$ cat src/design/kvt_pkg.sv
`timescale 1ns / 1ps

package kvt_pkg;

    localparam int CAPACITY = 16;
    localparam int IDX_W    = (CAPACITY > 1) ? $clog2(CAPACITY) : 1;
    localparam int CNT_W    = $clog2(CAPACITY + 1);
    localparam int DATA_W   = 32;
    localparam int OCNT_W   = 5;

    typedef enum logic [1:0] {
        CMD_INSERT = 2'd0,
        CMD_LOOKUP = 2'd1,
        CMD_REMOVE = 2'd2
    } t_cmd;

    typedef enum logic [1:0] {
        ST_IDLE,
        ST_SCAN,
        ST_FIN
    } t_state;

    typedef struct packed {
        t_cmd                      cmd;
        logic signed [DATA_W-1:0]  key;
        logic signed [DATA_W-1:0]  value;
    } t_in_item;

    typedef struct packed {
        logic                      found;
        logic signed [DATA_W-1:0]  value_out;
        logic                      full_refused;
        logic [OCNT_W-1:0]         entry_count;
        logic                      is_empty;
    } t_out_item;

endpackage

$ cat src/design/kvt_ram.sv
`timescale 1ns / 1ps

module kvt_ram #(
    parameter int WIDTH = 32,
    parameter int DEPTH = 16,
    parameter int AW    = (DEPTH > 1) ? $clog2(DEPTH) : 1
) (
    input  logic             i_clk,
    input  logic             i_we,
    input  logic [AW-1:0]    i_waddr,
    input  logic [WIDTH-1:0] i_wdata,
    input  logic             i_re,
    input  logic [AW-1:0]    i_raddr,
    output logic [WIDTH-1:0] o_rdata
);

    logic [WIDTH-1:0] r_mem [DEPTH];
    logic [WIDTH-1:0] r_rdata;

    always_ff @(posedge i_clk) begin
        if (i_we) begin
            r_mem[i_waddr] <= i_wdata;
        end
    end

    always_ff @(posedge i_clk) begin
        if (i_re) begin
            r_rdata <= r_mem[i_raddr];
        end
    end

    assign o_rdata = r_rdata;

endmodule

$ cat src/design/key_value_table.sv
`timescale 1ns / 1ps

// channel   ports                 handshake
// -------   -------------------   -------------------------------------------
// input     i_item, start, busy   item taken at a clock edge with start && !busy
// result    o_item, o_done        item shown for one cycle while o_done is high
//
// each item is handled in steps: the key and value memories are read one
// slot a cycle, the last slot is compared after its read, ST_FIN writes
// back, and the result is shown in the cycle after that.
// busy is high from the accepting edge until the result is shown; start is
// taken again in the cycle the result is shown. reset clears the slot valid
// bits and the entry count at once. the receiver cannot stall.

module key_value_table (
    input  logic                i_clk,
    input  logic                i_rst_n,
    input  logic                start,
    input  kvt_pkg::t_in_item   i_item,
    output logic                busy,
    output logic                o_done,
    output kvt_pkg::t_out_item  o_item
);

    localparam int IW = kvt_pkg::IDX_W;
    localparam int CW = kvt_pkg::CNT_W;
    localparam int DW = kvt_pkg::DATA_W;

    kvt_pkg::t_state   r_state, n_state;
    kvt_pkg::t_in_item r_in;
    logic [CW-1:0]     r_addr;
    logic              r_chk;
    logic [IW-1:0]     r_chk_idx;
    logic              r_hit;
    logic [IW-1:0]     r_hit_idx;
    logic [DW-1:0]     r_old;
    logic              r_free_ok;
    logic [IW-1:0]     r_free_idx;
    logic [CW-1:0]     r_count, n_count;
    logic              r_valid [kvt_pkg::CAPACITY];
    logic              r_done;
    kvt_pkg::t_out_item r_out, n_out;

    logic              rd_en;
    logic [DW-1:0]     rd_key, rd_value;
    logic              key_we, val_we;
    logic [IW-1:0]     wr_idx;
    logic              set_valid, clr_valid;
    logic              match, empty_slot;

    assign rd_en = (r_state == kvt_pkg::ST_SCAN) && (r_addr < CW'(kvt_pkg::CAPACITY));

    kvt_ram #(.WIDTH(DW), .DEPTH(kvt_pkg::CAPACITY)) u_key_ram (
        .i_clk   (i_clk),
        .i_we    (key_we),
        .i_waddr (wr_idx),
        .i_wdata (r_in.key),
        .i_re    (rd_en),
        .i_raddr (r_addr[IW-1:0]),
        .o_rdata (rd_key)
    );

    kvt_ram #(.WIDTH(DW), .DEPTH(kvt_pkg::CAPACITY)) u_val_ram (
        .i_clk   (i_clk),
        .i_we    (val_we),
        .i_waddr (wr_idx),
        .i_wdata (r_in.value),
        .i_re    (rd_en),
        .i_raddr (r_addr[IW-1:0]),
        .o_rdata (rd_value)
    );

    assign match      = r_chk && r_valid[r_chk_idx] && (rd_key == r_in.key);
    assign empty_slot = r_chk && !r_valid[r_chk_idx];

    always_comb begin
        n_state   = r_state;
        n_count   = r_count;
        n_out     = r_out;
        key_we    = 1'b0;
        val_we    = 1'b0;
        wr_idx    = r_hit_idx;
        set_valid = 1'b0;
        clr_valid = 1'b0;
        unique case (r_state)
            kvt_pkg::ST_IDLE: begin
                if (start) begin
                    n_state = kvt_pkg::ST_SCAN;
                end
            end
            kvt_pkg::ST_SCAN: begin
                if (r_chk && (r_chk_idx == IW'(kvt_pkg::CAPACITY - 1))) begin
                    n_state = kvt_pkg::ST_FIN;
                end
            end
            kvt_pkg::ST_FIN: begin
                n_state            = kvt_pkg::ST_IDLE;
                n_out.found        = 1'b0;
                n_out.value_out    = '0;
                n_out.full_refused = 1'b0;
                unique case (r_in.cmd)
                    kvt_pkg::CMD_INSERT: begin
                        n_out.found     = r_hit;
                        n_out.value_out = r_hit ? r_old : '0;
                        if (r_hit) begin
                            val_we = 1'b1;
                        end else if (r_free_ok) begin
                            wr_idx    = r_free_idx;
                            key_we    = 1'b1;
                            val_we    = 1'b1;
                            set_valid = 1'b1;
                            n_count   = r_count + CW'(1);
                        end else begin
                            n_out.full_refused = 1'b1;
                        end
                    end
                    kvt_pkg::CMD_LOOKUP: begin
                        n_out.found     = r_hit;
                        n_out.value_out = r_hit ? r_old : '0;
                    end
                    kvt_pkg::CMD_REMOVE: begin
                        n_out.found     = r_hit;
                        n_out.value_out = r_hit ? r_old : '0;
                        if (r_hit) begin
                            clr_valid = 1'b1;
                            if (r_count != '0) begin
                                n_count = r_count - CW'(1);
                            end
                        end
                    end
                    default: begin
                    end
                endcase
                n_out.entry_count = kvt_pkg::OCNT_W'(n_count);
                n_out.is_empty    = (n_count == '0);
            end
            default: begin
                n_state = kvt_pkg::ST_IDLE;
            end
        endcase
    end

    always_ff @(posedge i_clk) begin
        if (!i_rst_n) begin
            r_state <= kvt_pkg::ST_IDLE;
        end else begin
            r_state <= n_state;
        end
    end

    always_ff @(posedge i_clk) begin
        if (!i_rst_n) begin
            r_count <= '0;
            r_done  <= 1'b0;
            r_chk   <= 1'b0;
            r_hit   <= 1'b0;
            r_free_ok <= 1'b0;
            r_addr  <= '0;
            for (int i = 0; i < kvt_pkg::CAPACITY; i++) begin
                r_valid[i] <= 1'b0;
            end
        end else begin
            r_count <= n_count;
            r_done  <= (r_state == kvt_pkg::ST_FIN);
            if (set_valid) begin
                r_valid[wr_idx] <= 1'b1;
            end
            if (clr_valid) begin
                r_valid[wr_idx] <= 1'b0;
            end
            if ((r_state == kvt_pkg::ST_IDLE) && start) begin
                r_addr    <= '0;
                r_chk     <= 1'b0;
                r_hit     <= 1'b0;
                r_free_ok <= 1'b0;
            end else if (r_state == kvt_pkg::ST_SCAN) begin
                r_chk <= rd_en;
                if (rd_en) begin
                    r_addr <= r_addr + CW'(1);
                end
                if (match && !r_hit) begin
                    r_hit <= 1'b1;
                end
                if (empty_slot && !r_free_ok) begin
                    r_free_ok <= 1'b1;
                end
            end else begin
                r_chk <= 1'b0;
            end
        end
    end

    // payload registers
    always_ff @(posedge i_clk) begin
        if ((r_state == kvt_pkg::ST_IDLE) && start) begin
            r_in <= i_item;
        end
        if (rd_en) begin
            r_chk_idx <= r_addr[IW-1:0];
        end
        if ((r_state == kvt_pkg::ST_SCAN) && match && !r_hit) begin
            r_hit_idx <= r_chk_idx;
            r_old     <= rd_value;
        end
        if ((r_state == kvt_pkg::ST_SCAN) && empty_slot && !r_free_ok) begin
            r_free_idx <= r_chk_idx;
        end
        r_out <= n_out;
    end

    assign busy   = (r_state != kvt_pkg::ST_IDLE);
    assign o_done = r_done;
    assign o_item = r_out;

endmodule
$ cat config.mk
export PLATFORM = sky130hd
export DESIGN_NAME = key_value_table
export DESIGN_NICKNAME = d
export VERILOG_FILES = /design/src/design/kvt_pkg.sv /design/src/design/kvt_ram.sv /design/src/design/key_value_table.sv
export SDC_FILE = /design/constraint.sdc
export NUM_CORES = 1
export LEC_CHECK = 0
export BUFFER_PORTS_ARGS = -buffer_cell sky130_fd_sc_hd__buf_4
export CORE_ASPECT_RATIO = 1.1
export CORE_MARGIN = 1
export CORE_UTILIZATION = 55
export CTS_BUF_LIST = sky130_fd_sc_hd__clkbuf_8
export CTS_CLUSTER_DIAMETER = 80
export DETAILED_ROUTE_END_ITERATION = 7
export GPL_TIMING_DRIVEN = 0
export PLACE_DENSITY = 0.69
export RECOVER_POWER = 25
export SYNTH_ARGS = -nofsm -noshare
export SYNTH_HDL_FRONTEND = slang
export SYNTH_HIERARCHICAL = 1
export SYNTH_SLANG_ARGS = --single-unit
$ cat constraint.sdc
create_clock -name i_clk -period 15.1 [get_ports i_clk]
set_input_delay 1.51 -clock i_clk [delete_from_list [all_inputs] [get_ports i_clk]]
set_output_delay 1.51 -clock i_clk [all_outputs]
set_load 0.1 [all_outputs]
* Word-level counts from Yosys, hierarchy flattened
Memory sizes are Yosys's and may differ from the RTL's. A register that Yosys moved wholly into a read port is not among the register bits.
Index checks and enable logic that the tools add are counted.
** Cells by class
- Bitwise operators :: 4
- $lt $le $gt $ge :: 1
- Muxes and demuxes :: 39
- Reductions and logical operators :: 30
- Add/sub/neg operators :: 3
- Equality and inequality tests :: 8
** Operators by type and width (number)
- $eq A32 B32 Y1 :: 1
- $mux W5 :: 5
- $mux W1 :: 24
- $mux W4 :: 6
- $logic_and A1 B1 Y1 :: 12
- $add A5 B1 Y5 const B :: 2
- $pmux W5 S2 :: 1
- $reduce_and A2 Y1 :: 5
- $reduce_or A3 Y1 :: 2
- $logic_not A5 Y1 :: 1
- $lt A5 B5 Y1 const B :: 1
- $reduce_bool A5 Y1 :: 1
- $sub A5 B1 Y5 const B :: 1
- $eq A2 B1 Y1 const B :: 2
- $eq A2 B2 Y1 const B :: 2
- $eq A4 B4 Y1 const B :: 1
- $logic_not A2 Y1 :: 2
- $mux W2 :: 2
- $pmux W2 S2 :: 1
- $reduce_or A2 Y1 :: 2
- $logic_not A1 Y1 :: 3
- $not A1 Y1 :: 3
- $ne A2 B1 Y1 const B :: 1
- $ne A2 B2 Y1 const B :: 1
- 3 further kinds :: 3
** Word-level totals
- Word-level logic and storage cells :: 107
- Memories :: 3
- Bits in writable memories :: 1040
- Bits of input ports :: 69
- Output and inout bits :: 42
- Bits in registers :: 166
** Memories
- u_key_ram.r_mem :: depth 16, bits a word 32, read ports 1, clocked after Yosys merged registers in 1, wr ports 1, line kvt_ram.sv:17 : logic [WIDTH-1:0] r_mem [DEPTH];
- u_val_ram.r_mem :: depth 16, bits a word 32, read ports 1, clocked after Yosys merged registers in 1, wr ports 1, line kvt_ram.sv:17
- r_valid :: depth 16, bits a word 1, read ports 1, clocked after Yosys merged registers in 1, wr ports 16, line key_value_table.sv:40 : logic r_valid [kvt_pkg::CAPACITY];

* Depth between registers and ports, before layout
Gate-level depths: netlist (run 1).
- Depth in word-level cells :: 10
- Gate-level depth with buffers :: 9
- Depth with buffers taken out :: 8

* By module
The synthesis (run 1) kept the hierarchy.
** By module, submodules not included
- kvt_ram (u_val_ram) :: area each 20174.3 µm², sequential area each 16335.7 µm², instances 1, cells an instance 838
- kvt_ram (u_key_ram) :: area each 20156.8 µm², sequential area each 16335.7 µm², instances 1, cells an instance 838
- key_value_table :: area each 7081.8 µm², sequential area each 5225.0 µm², instances 1, cells an instance 449

* Worst setup path before layout (run 1)
No wires, ideal clock.
- Path kind :: register to register
- Start point :: register r_state[0]
- End point :: memory u_key_ram.r_mem[0][0], enable pin
- Data arrival time :: 4.571 ns
- Data required time :: 14.639 ns
- Setup time :: 0.461 ns
- Path slack :: 10.068 ns
- Buffers on the path :: 2
- Stages on the path, launching flop included :: 10
- Clock period less this slack :: 5.032 ns
- Cells stage by stage :: dfxtp_1 -> nand2b_1 -> buf_2 -> inv_2 -> nand2_1 -> mux2i_1 -> inv_1 -> buf_2 -> or3b_2 -> nor3_1
** Between the ends
- Elaborated cells between the ends (all ways) :: 5
- Classes of those cells :: eq/ne: 1; mux: 4
** RTL lines
- start: declaration :: line key_value_table.sv:29 : kvt_pkg::t_state r_state, n_state;
- start signal: assignment :: line key_value_table.sv:145 : r_state <= kvt_pkg::ST_IDLE;
- start signal: assignment :: line key_value_table.sv:147 : r_state <= n_state;
- $eq A2 B2 Y1 :: line key_value_table.sv:85 : unique case (r_state)
- $mux W4 :: line key_value_table.sv:85
- net wr_idx[2] :: line key_value_table.sv:47 : logic [IW-1:0] wr_idx;
- end: declaration :: line kvt_ram.sv:17
The timed path passes the listed nets, and every way through them passes these cells.

* Worst setup path in the final report (run 1)
- Start point :: register r_state[0]
- End point :: memory u_val_ram.r_mem[3][23], enable pin
** Between the ends
- Elaborated cells between the ends (all ways) :: 5
- Classes of those cells :: eq/ne: 1; mux: 4
** RTL lines (line)
- $eq A2 B2 Y1 :: key_value_table.sv:85
- $mux W4 :: key_value_table.sv:85
- net wr_idx[1] :: key_value_table.sv:47
- end: declaration :: kvt_ram.sv:17
The timed path passes the listed nets, and every way through them passes these cells.

==> results of run 1 <==
-- flip-flops by register name, summed over array words and instances (netlist names), 4 cells and up, named ones only --
name	cells
r_valid	16
u_val_ram/o_rdata	32
r_chk_idx	4
r_addr	5
r_hit_idx	4
r_count	5
r_free_idx	4
o_item	40
r_old	32
u_key_ram/o_rdata	32
u_key_ram/r_mem	512
r_in	66
u_val_ram/r_mem	512
-- power by group through the flow --
stage,clock network [mW],registers (mW),logic [mW]
finish,2.58,3.95,0.197
global route,2.80,3.95,0.209
global placement,0,4.02,0.195
detailed placement,0,4.02,0.201
CTS,2.64,3.95,0.201
floorplan,0,4.01,0.135
-- cells by family (layout without fill, tap and decap cells) --
logic type | count (synthesis) | count (layout)
AO/OA/AOI/OAI | 165 | 165
XOR/XNOR | 36 | 36
adder cells (fa/ha/maj) | 3 | 3
buffers and inverters | 115 | 635
flip-flops | 1274 | 1274
multiplexers | 284 | 284
other | 0 | 2
AND/OR/NAND/NOR | 248 | 248
-- routing by layer --
layer,GRT usage,routed length (um),part of all wire
met2,0.4329,55950,0.53
met4,0.09707,3000,0.028
met1,0.3112,39530,0.37
met5,0,17,0.00016
met3,0.04738,7125,0.067
-- path summary, 6_finish.rpt --
path              depth (start not counted)  slack [ns]                   from                endpoint
hold / removal                            0        0.41  u_val_ram/o_rdata[14]               r_old[14]
setup reg to reg                         10       10.05             r_state[0]  u_val_ram/r_mem[3][23]
hold reg to reg                           0        0.41  u_val_ram/o_rdata[14]               r_old[14]
setup / recovery                         10       10.05             r_state[0]  u_val_ram/r_mem[3][23]
-- critical path, cell delays in order (launching register included) --
cell      delay (ns)
dfxtp_1         0.35
nand2b_1        0.14
buf_2           0.18
inv_2           0.94
nand2_1         0.37
inv_1           0.26
nand2_1         0.08
o21ai_1         0.71
nand2_1         0.57
nor2_4          0.84
buf_12          0.27
-- layout make-up --
class / instances / area, um2
flip-flops and latches: 1274 / 37900
fillers: 5718 / 30660
multi-input cells: 736 / 9180
clock buffers: 194 / 2670
repair buffers: 169 / 1789
well taps: 1140 / 1426
clock inverters: 157 / 857.1
plain buffers: 102 / 528.0
inverters: 13 / 48.80
diodes: 2 / 5.005
-- per-stage QoR --
step	util	cells	worst slack (ns)	power [mW]
4_1_cts	0.6397	3785	10.05	6.796
3_5_place_dp	0.5982	3434	10.06	4.225
5_1_grt	0.6395	3787	9.718	6.958
6_report	0.6395	3787	10.05	6.729
2_1_floorplan	-	2125	10.07	4.141
3_3_place_gp	0.5839	3375	6.474	4.218
-- placed cells by master, fill, tap and decap left out, types with 4 or more instances in the layout --
| master | n |
|---|---|
| edfxtp_1 | 1238 |
| mux4_2 | 260 |
| clkbuf_8 | 194 |
| a22oi_1 | 129 |
| nand2_1 | 87 |
| buf_4 | 83 |
| inv_1 | 68 |
| clkinv_1 | 57 |
| clkbuf_4 | 47 |
| clkbuf_1 | 44 |
| dfxtp_1 | 36 |
| and2_1 | 35 |
| xnor2_1 | 33 |
| buf_6 | 31 |
| nor2_4 | 26 |
| clkinv_2 | 24 |
| buf_1 | 19 |
| buf_12 | 19 |
| nand3_1 | 18 |
| mux2i_1 | 18 |
| buf_2 | 17 |
| nor2_1 | 17 |
| nand4_1 | 12 |
| buf_16 | 10 |
| nor3_2 | 9 |
| nand3b_1 | 7 |
| nor3_1 | 6 |
| a21oi_1 | 6 |
| nor2b_1 | 6 |
| mux2_2 | 6 |
| nand2b_1 | 5 |
| inv_8 | 5 |
| bufinv_16 | 5 |
| nor4_1 | 4 |
| o41ai_1 | 4 |
| inv_6 | 4 |
==> reports/results.tsv, run 1 <==
stage	metric	value	unit
die	total core area	85060	um2
placement	routability cong.	0.7915	
yosys	Yosys warning count	6	
clocking	Clock Sinks	1274	
power	Int Pwr	5.294	mW
yosys	synth cell count leaders	1238 x edfxtp_1, 260 x mux4_2, 129 x a22oi_1, 87 x nand2_1, 43 x nor2_1	
power	sequential power share	0.587	
critical_path	Arr. time, crit path	5.57	ns
sta	Worst-Margin Slew	1.361	ns
yosys	largest family of logic cells by synthesized area	multiplexers	
routing	first-pass detailed-route iteration total	5	
critical_path	CP Data Required Time	15.62	ns
global_route	largest net degree at the start of global routing	48	
sta	Setup TNS	0	ns
global_route	Tot GR Track Use	0.2493	
global_route	antenna violations before repair	5	
clocking	post-CTS setup buffer count	0	
routing	DRC	0	
placement	HPWL after detailed placement	66950	um
sta	Fmax achieved	0.1980	GHz
clocking	clk buf depth	3	
global_route	first-pass GRT wire length	153800	um
layout	share of layout cells above drive strength 1	0.2858	
power	Comb power frac	0.029	
yosys	number of flops mapped to enable cells by yosys	1238	
critical_path	CP endpoint kind	flip-flop	
yosys	syn_area_per_cell	22.31	um2
yosys	library cells used by synthesis	58	
yosys	sequential fraction of the synthesis area	0.7993	
clocking	TritonCTS buffer count	190	
routing	Avg Vias per Cell	6.074	
clocking	TritonCTS clock tree	built	
sta	Worst Skew	0.03592	ns
sta	Rel. slew slack	0.08660	
yosys	Synth Area in Adders	0.0007917	
clocking	CTS resizes	0	
routing	Final ANT Viol Nets	0	
sta	pins over their slew limit	0	
routing	wirelength, routed	105600	um
die	DIE AREA	87380	um2
global_route	vias in the first global route	23950	
routing	initial DRC count	2287	
sta	Tmin final	5.051	ns
run	Max-Cap Viols	0	
sta	minimum hold slack	0.4124	ns
layout	NumNets Final	2558	
clocking	CTS clk-pin slew, worst paths	0.07	ns
yosys	Most used DFF post-synth	edfxtp_1	
layout	Area growth syn-to-layout	14.74	%
power	Clk pwr share	0.384	
die	std cell rows	112	
power	sw frac	0.2132	
sta	final period utilization	0.3345	
placement	Port-buffer cells	110	
sta	Hold Vio Cnt, Final	0	
yosys	Compound-Gate Fraction of Synth Area	0.02610	
sta	RSZ-0062 raised after global routing	no	
clocking	Root Buffer	clkbuf_8	
layout	Design Area, Final	54400	um2
outcome	outcome	finished clean	
die	Initial Util	0.5574	
yosys	Post-Syn Area	47410	um2
clocking	cts hold-fix bufs	0	
yosys	top area cells in the synthesized netlist	edfxtp_1 78%, mux4_2 12%, a22oi_1 2.0%, dfxtp_1 1.5%, nand2_1 0.69%	
critical_path	Worst setup SP type	flip-flop	
routing	DR vias	23000	
power	Psw	1.435	mW
yosys	post-synthesis mux area share	0.1287	
yosys	Synth top area share	0.7841	
power	power per standard cell area	123.7	nW/um2
yosys	Synth area leader	edfxtp_1	
clocking	H-tree depth	4	
die	die width	281.9	um
critical_path	Crit Path Max Fanout	47	
sta	final setup violation count	0	
die	die height	309.9	um
yosys	XOR/XNOR Fraction of Synth Area	0.006650	
clocking	worst skew pair latency	0.84	ns
placement	Placed Instance Area	50890	um2
critical_path	Critical Setup Path Class	flip-flop to flip-flop	
global_route	GRT Residual Overflow	0	
power	leak pwr	17.21	nW
die	I/O pins	111	
min_path	hold crit path type	flip-flop to flip-flop	
yosys	Synth Area in Simple Gates	0.02636	
yosys	Post-synth ARST share	0	
yosys	synthesis-stage register bit count	1274	
power	IR drop worst, VDD	0.09944	mV
yosys	post-synthesis cell count	2125	
yosys	syn nets	2197	
yosys	most common cell in the synthesized netlist	edfxtp_1	
routing	Routed WL per cell	27.89	um
Power figures use the tool's default switching activity.
==> inputs of run 2 (changes only) <==
- clock period: 15.1 -> 5.1 ns (I/O delays scaled with it)
==> reports/results.tsv, run 2 (synthesized netlist as in run 1, its figures left out) <==
stage	metric	value	unit
outcome	outcome	finished clean	
critical_path	CP Capture Point	u_key_ram/r_mem[0][28]	
critical_path	Crit Path Max Fanout	47	
run	Max-Cap Viols	0	
critical_path	reg2reg path depth	11	
critical_path	Levels on crit path	11	
critical_path	most used cell along the critical path	buf_2	
die	die width	281.9	um
sta	Worst Skew	0.03656	ns
layout	Area growth syn-to-layout	16.11	%
sta	Worst-Margin Slew	1.187	ns
power	Int Pwr	15.71	mW
sta	Fmax achieved	0.2330	GHz
die	die height	309.9	um
sta	Setup TNS	0	ns
placement	Port-buffer cells	110	
critical_path	CP Data Required Time	5.63	ns
clocking	TritonCTS buffer count	190	
clocking	TritonCTS clock tree	built	
power	total power	19.96	mW
critical_path	CP endpoint kind	flip-flop	
routing	DR vias	23210	
layout	commonest non-fill, non-tap cells in the layout	1238 x edfxtp_1, 260 x mux4_2, 194 x clkbuf_8, 129 x a22oi_1, 87 x nand2_1	
global_route	antenna violations before repair	4	
placement	HPWL after detailed placement	66950	um
routing	Routed WL per cell	27.51	um
die	total core area	85060	um2
critical_path	Arr. time, crit path	4.82	ns
power	Psw	4.256	mW
die	DIE AREA	87380	um2
clocking	clk buf depth	3	
placement	routability cong.	0.7915	
clocking	worst skew pair latency	0.85	ns
critical_path	Critical Setup Path Class	flip-flop to flip-flop	
global_route	Tot GR Track Use	0.2507	
global_route	GRT Residual Overflow	0	
sta	Hold Vio Cnt, Final	0	
clocking	Root Buffer	clkbuf_8	
routing	wirelength, routed	106000	um
clocking	post-CTS setup buffer count	0	
critical_path	worst reg2reg endpoint	u_key_ram/r_mem[0][28]	
power	leak pwr	17.46	nW
routing	Final ANT Viol Nets	0	
sta	Tmin final	4.292	ns
critical_path	crit-path max cell delay	0.76	ns
die	std cell rows	112	
clocking	Clock Sinks	1274	
power	power per standard cell area	362.6	nW/um2
critical_path	R2R Setup Slk	0.81	ns
power	IR drop worst, VDD	0.2981	mV
sta	final period utilization	0.8416	
routing	first-pass detailed-route iteration total	6	
routing	initial DRC count	2276	
power	Clk pwr share	0.383	
layout	final core occ	0.6472	
critical_path	CP max stage cell	nor3_2	
power	sequential power share	0.586	
global_route	vias in the first global route	24310	
layout	Largest regs	u_key_ram/r_mem: 512 flops, u_val_ram/r_mem: 512 flops, r_in: 66 flops	
sta	final setup violation count	0	
critical_path	Critical path buffers and inverters	6	
layout	NumNets Final	2625	
routing	Avg Vias per Cell	6.025	
critical_path	CP top delay family	simple AND/OR/NAND/NOR gates	
power	Comb power frac	0.031	
min_path	Hold Path Depth	3	
clocking	H-tree depth	4	
critical_path	Critical R2R Launch	r_state[0]	
clocking	CTS clk-pin slew, worst paths	0.06	ns
critical_path	Worst setup SP type	flip-flop	
sta	RSZ-0062 raised after global routing	no	
global_route	first-pass GRT wire length	154800	um
min_path	hold crit path type	input port to flip-flop	
layout	share of layout cells above drive strength 1	0.2765	
power	sw frac	0.2132	
sta	pins over their slew limit	0	
routing	DRC	0	
global_route	largest net degree at the start of global routing	48	
critical_path	CP cell instances	nand2b_1 > buf_2 > inv_4 > nand2_1 > mux2i_1 > inv_1 > buf_2 > or3b_2 > nor3_2 > buf_8 > buf_6	
die	Initial Util	0.5574	
layout	commonest non-fill, non-tap cell in the layout	edfxtp_1	
die	I/O pins	111	
critical_path	origin of the worst setup path	r_state[0]	
sta	Rel. slew slack	0.2067	
## run 2: cell types whose count changed in the layout (fill, tap and decap cells not counted), sizes merged
cell,before,now
dlygate4sd3,0,67
buf,180,166
clkbuf,285,299
diode,2,1
## run 2: layout make-up
type,count,area (um2)
tap,1140,1426
timing repair buffer,236,2434
clock buffer,194,2670
fill,5663,30010
antenna,1,2.502
buffer,102,528.0
sequential,1274,37900
multi-input combinational,736,9184
clock inverter,157,857.1
inverter,13,51.30
## run 2: per-layer routing
metal	up-vias	global-route usage	wire length [um]
met5	-	0	17
met4	2	0.09656	3164
met3	219	0.04618	7116
met2	1006	0.4373	56240
met1	12170	0.3126	39450
li1	9813	-	-
## run 2: worst min-delay path by stage
stage               slack (ns)   endpoint                  start
CTS                       0.02     o_done                i_rst_n
detailed placement        0.40  r_old[27]  u_val_ram/o_rdata[27]
finish                    0.08     o_done                i_rst_n
global placement          0.40   r_old[0]   u_val_ram/o_rdata[0]
floorplan                 0.40   r_old[0]   u_val_ram/o_rdata[0]
global route               0.1     o_done                i_rst_n
## run 2: what timing repair did
item                                    CTS  global route
endpoints found under the setup margin    0           301
hold buffers                             67             0
endpoints found under the hold margin    67             0
resized for setup                         0             3
## run 2: metrics by stage
step                      area, um2  setup WS (ns)  hold slack (ns)  cells
after CTS                     55090        0.05464          0.01754   3852
after detailed placement      50890        0.05757           0.4045   3434
after floorplan               47410        0.06797           0.4003   2125
final                         55050         0.8080          0.07934   3853
after global routing          55050         0.5520          0.09514   3853
after global placement        49670         -3.526           0.4033   3375
## run 2: power groups by stage
| stage | Combinational [mW] | Sequential [mW] | Clock [mW] |
|---|---|---|---|
| after floorplan | 0.400 | 11.9 | 0 |
| after global placement | 0.577 | 11.9 | 0 |
| after detailed placement | 0.595 | 11.9 | 0 |
| after CTS | 0.639 | 11.7 | 7.83 |
| after global routing | 0.662 | 11.7 | 8.28 |
| final | 0.622 | 11.7 | 7.65 |
## run 2: worst reg2reg max path: stages (launching register included)
cell	delay, ns
dfxtp_1	0.34
nand2b_1	0.14
buf_2	0.19
inv_4	0.58
nand2_1	0.31
mux2i_1	0.30
inv_1	0.08
buf_2	0.23
or3b_2	0.63
nor3_2	0.76
buf_8	0.25
buf_6	0.18
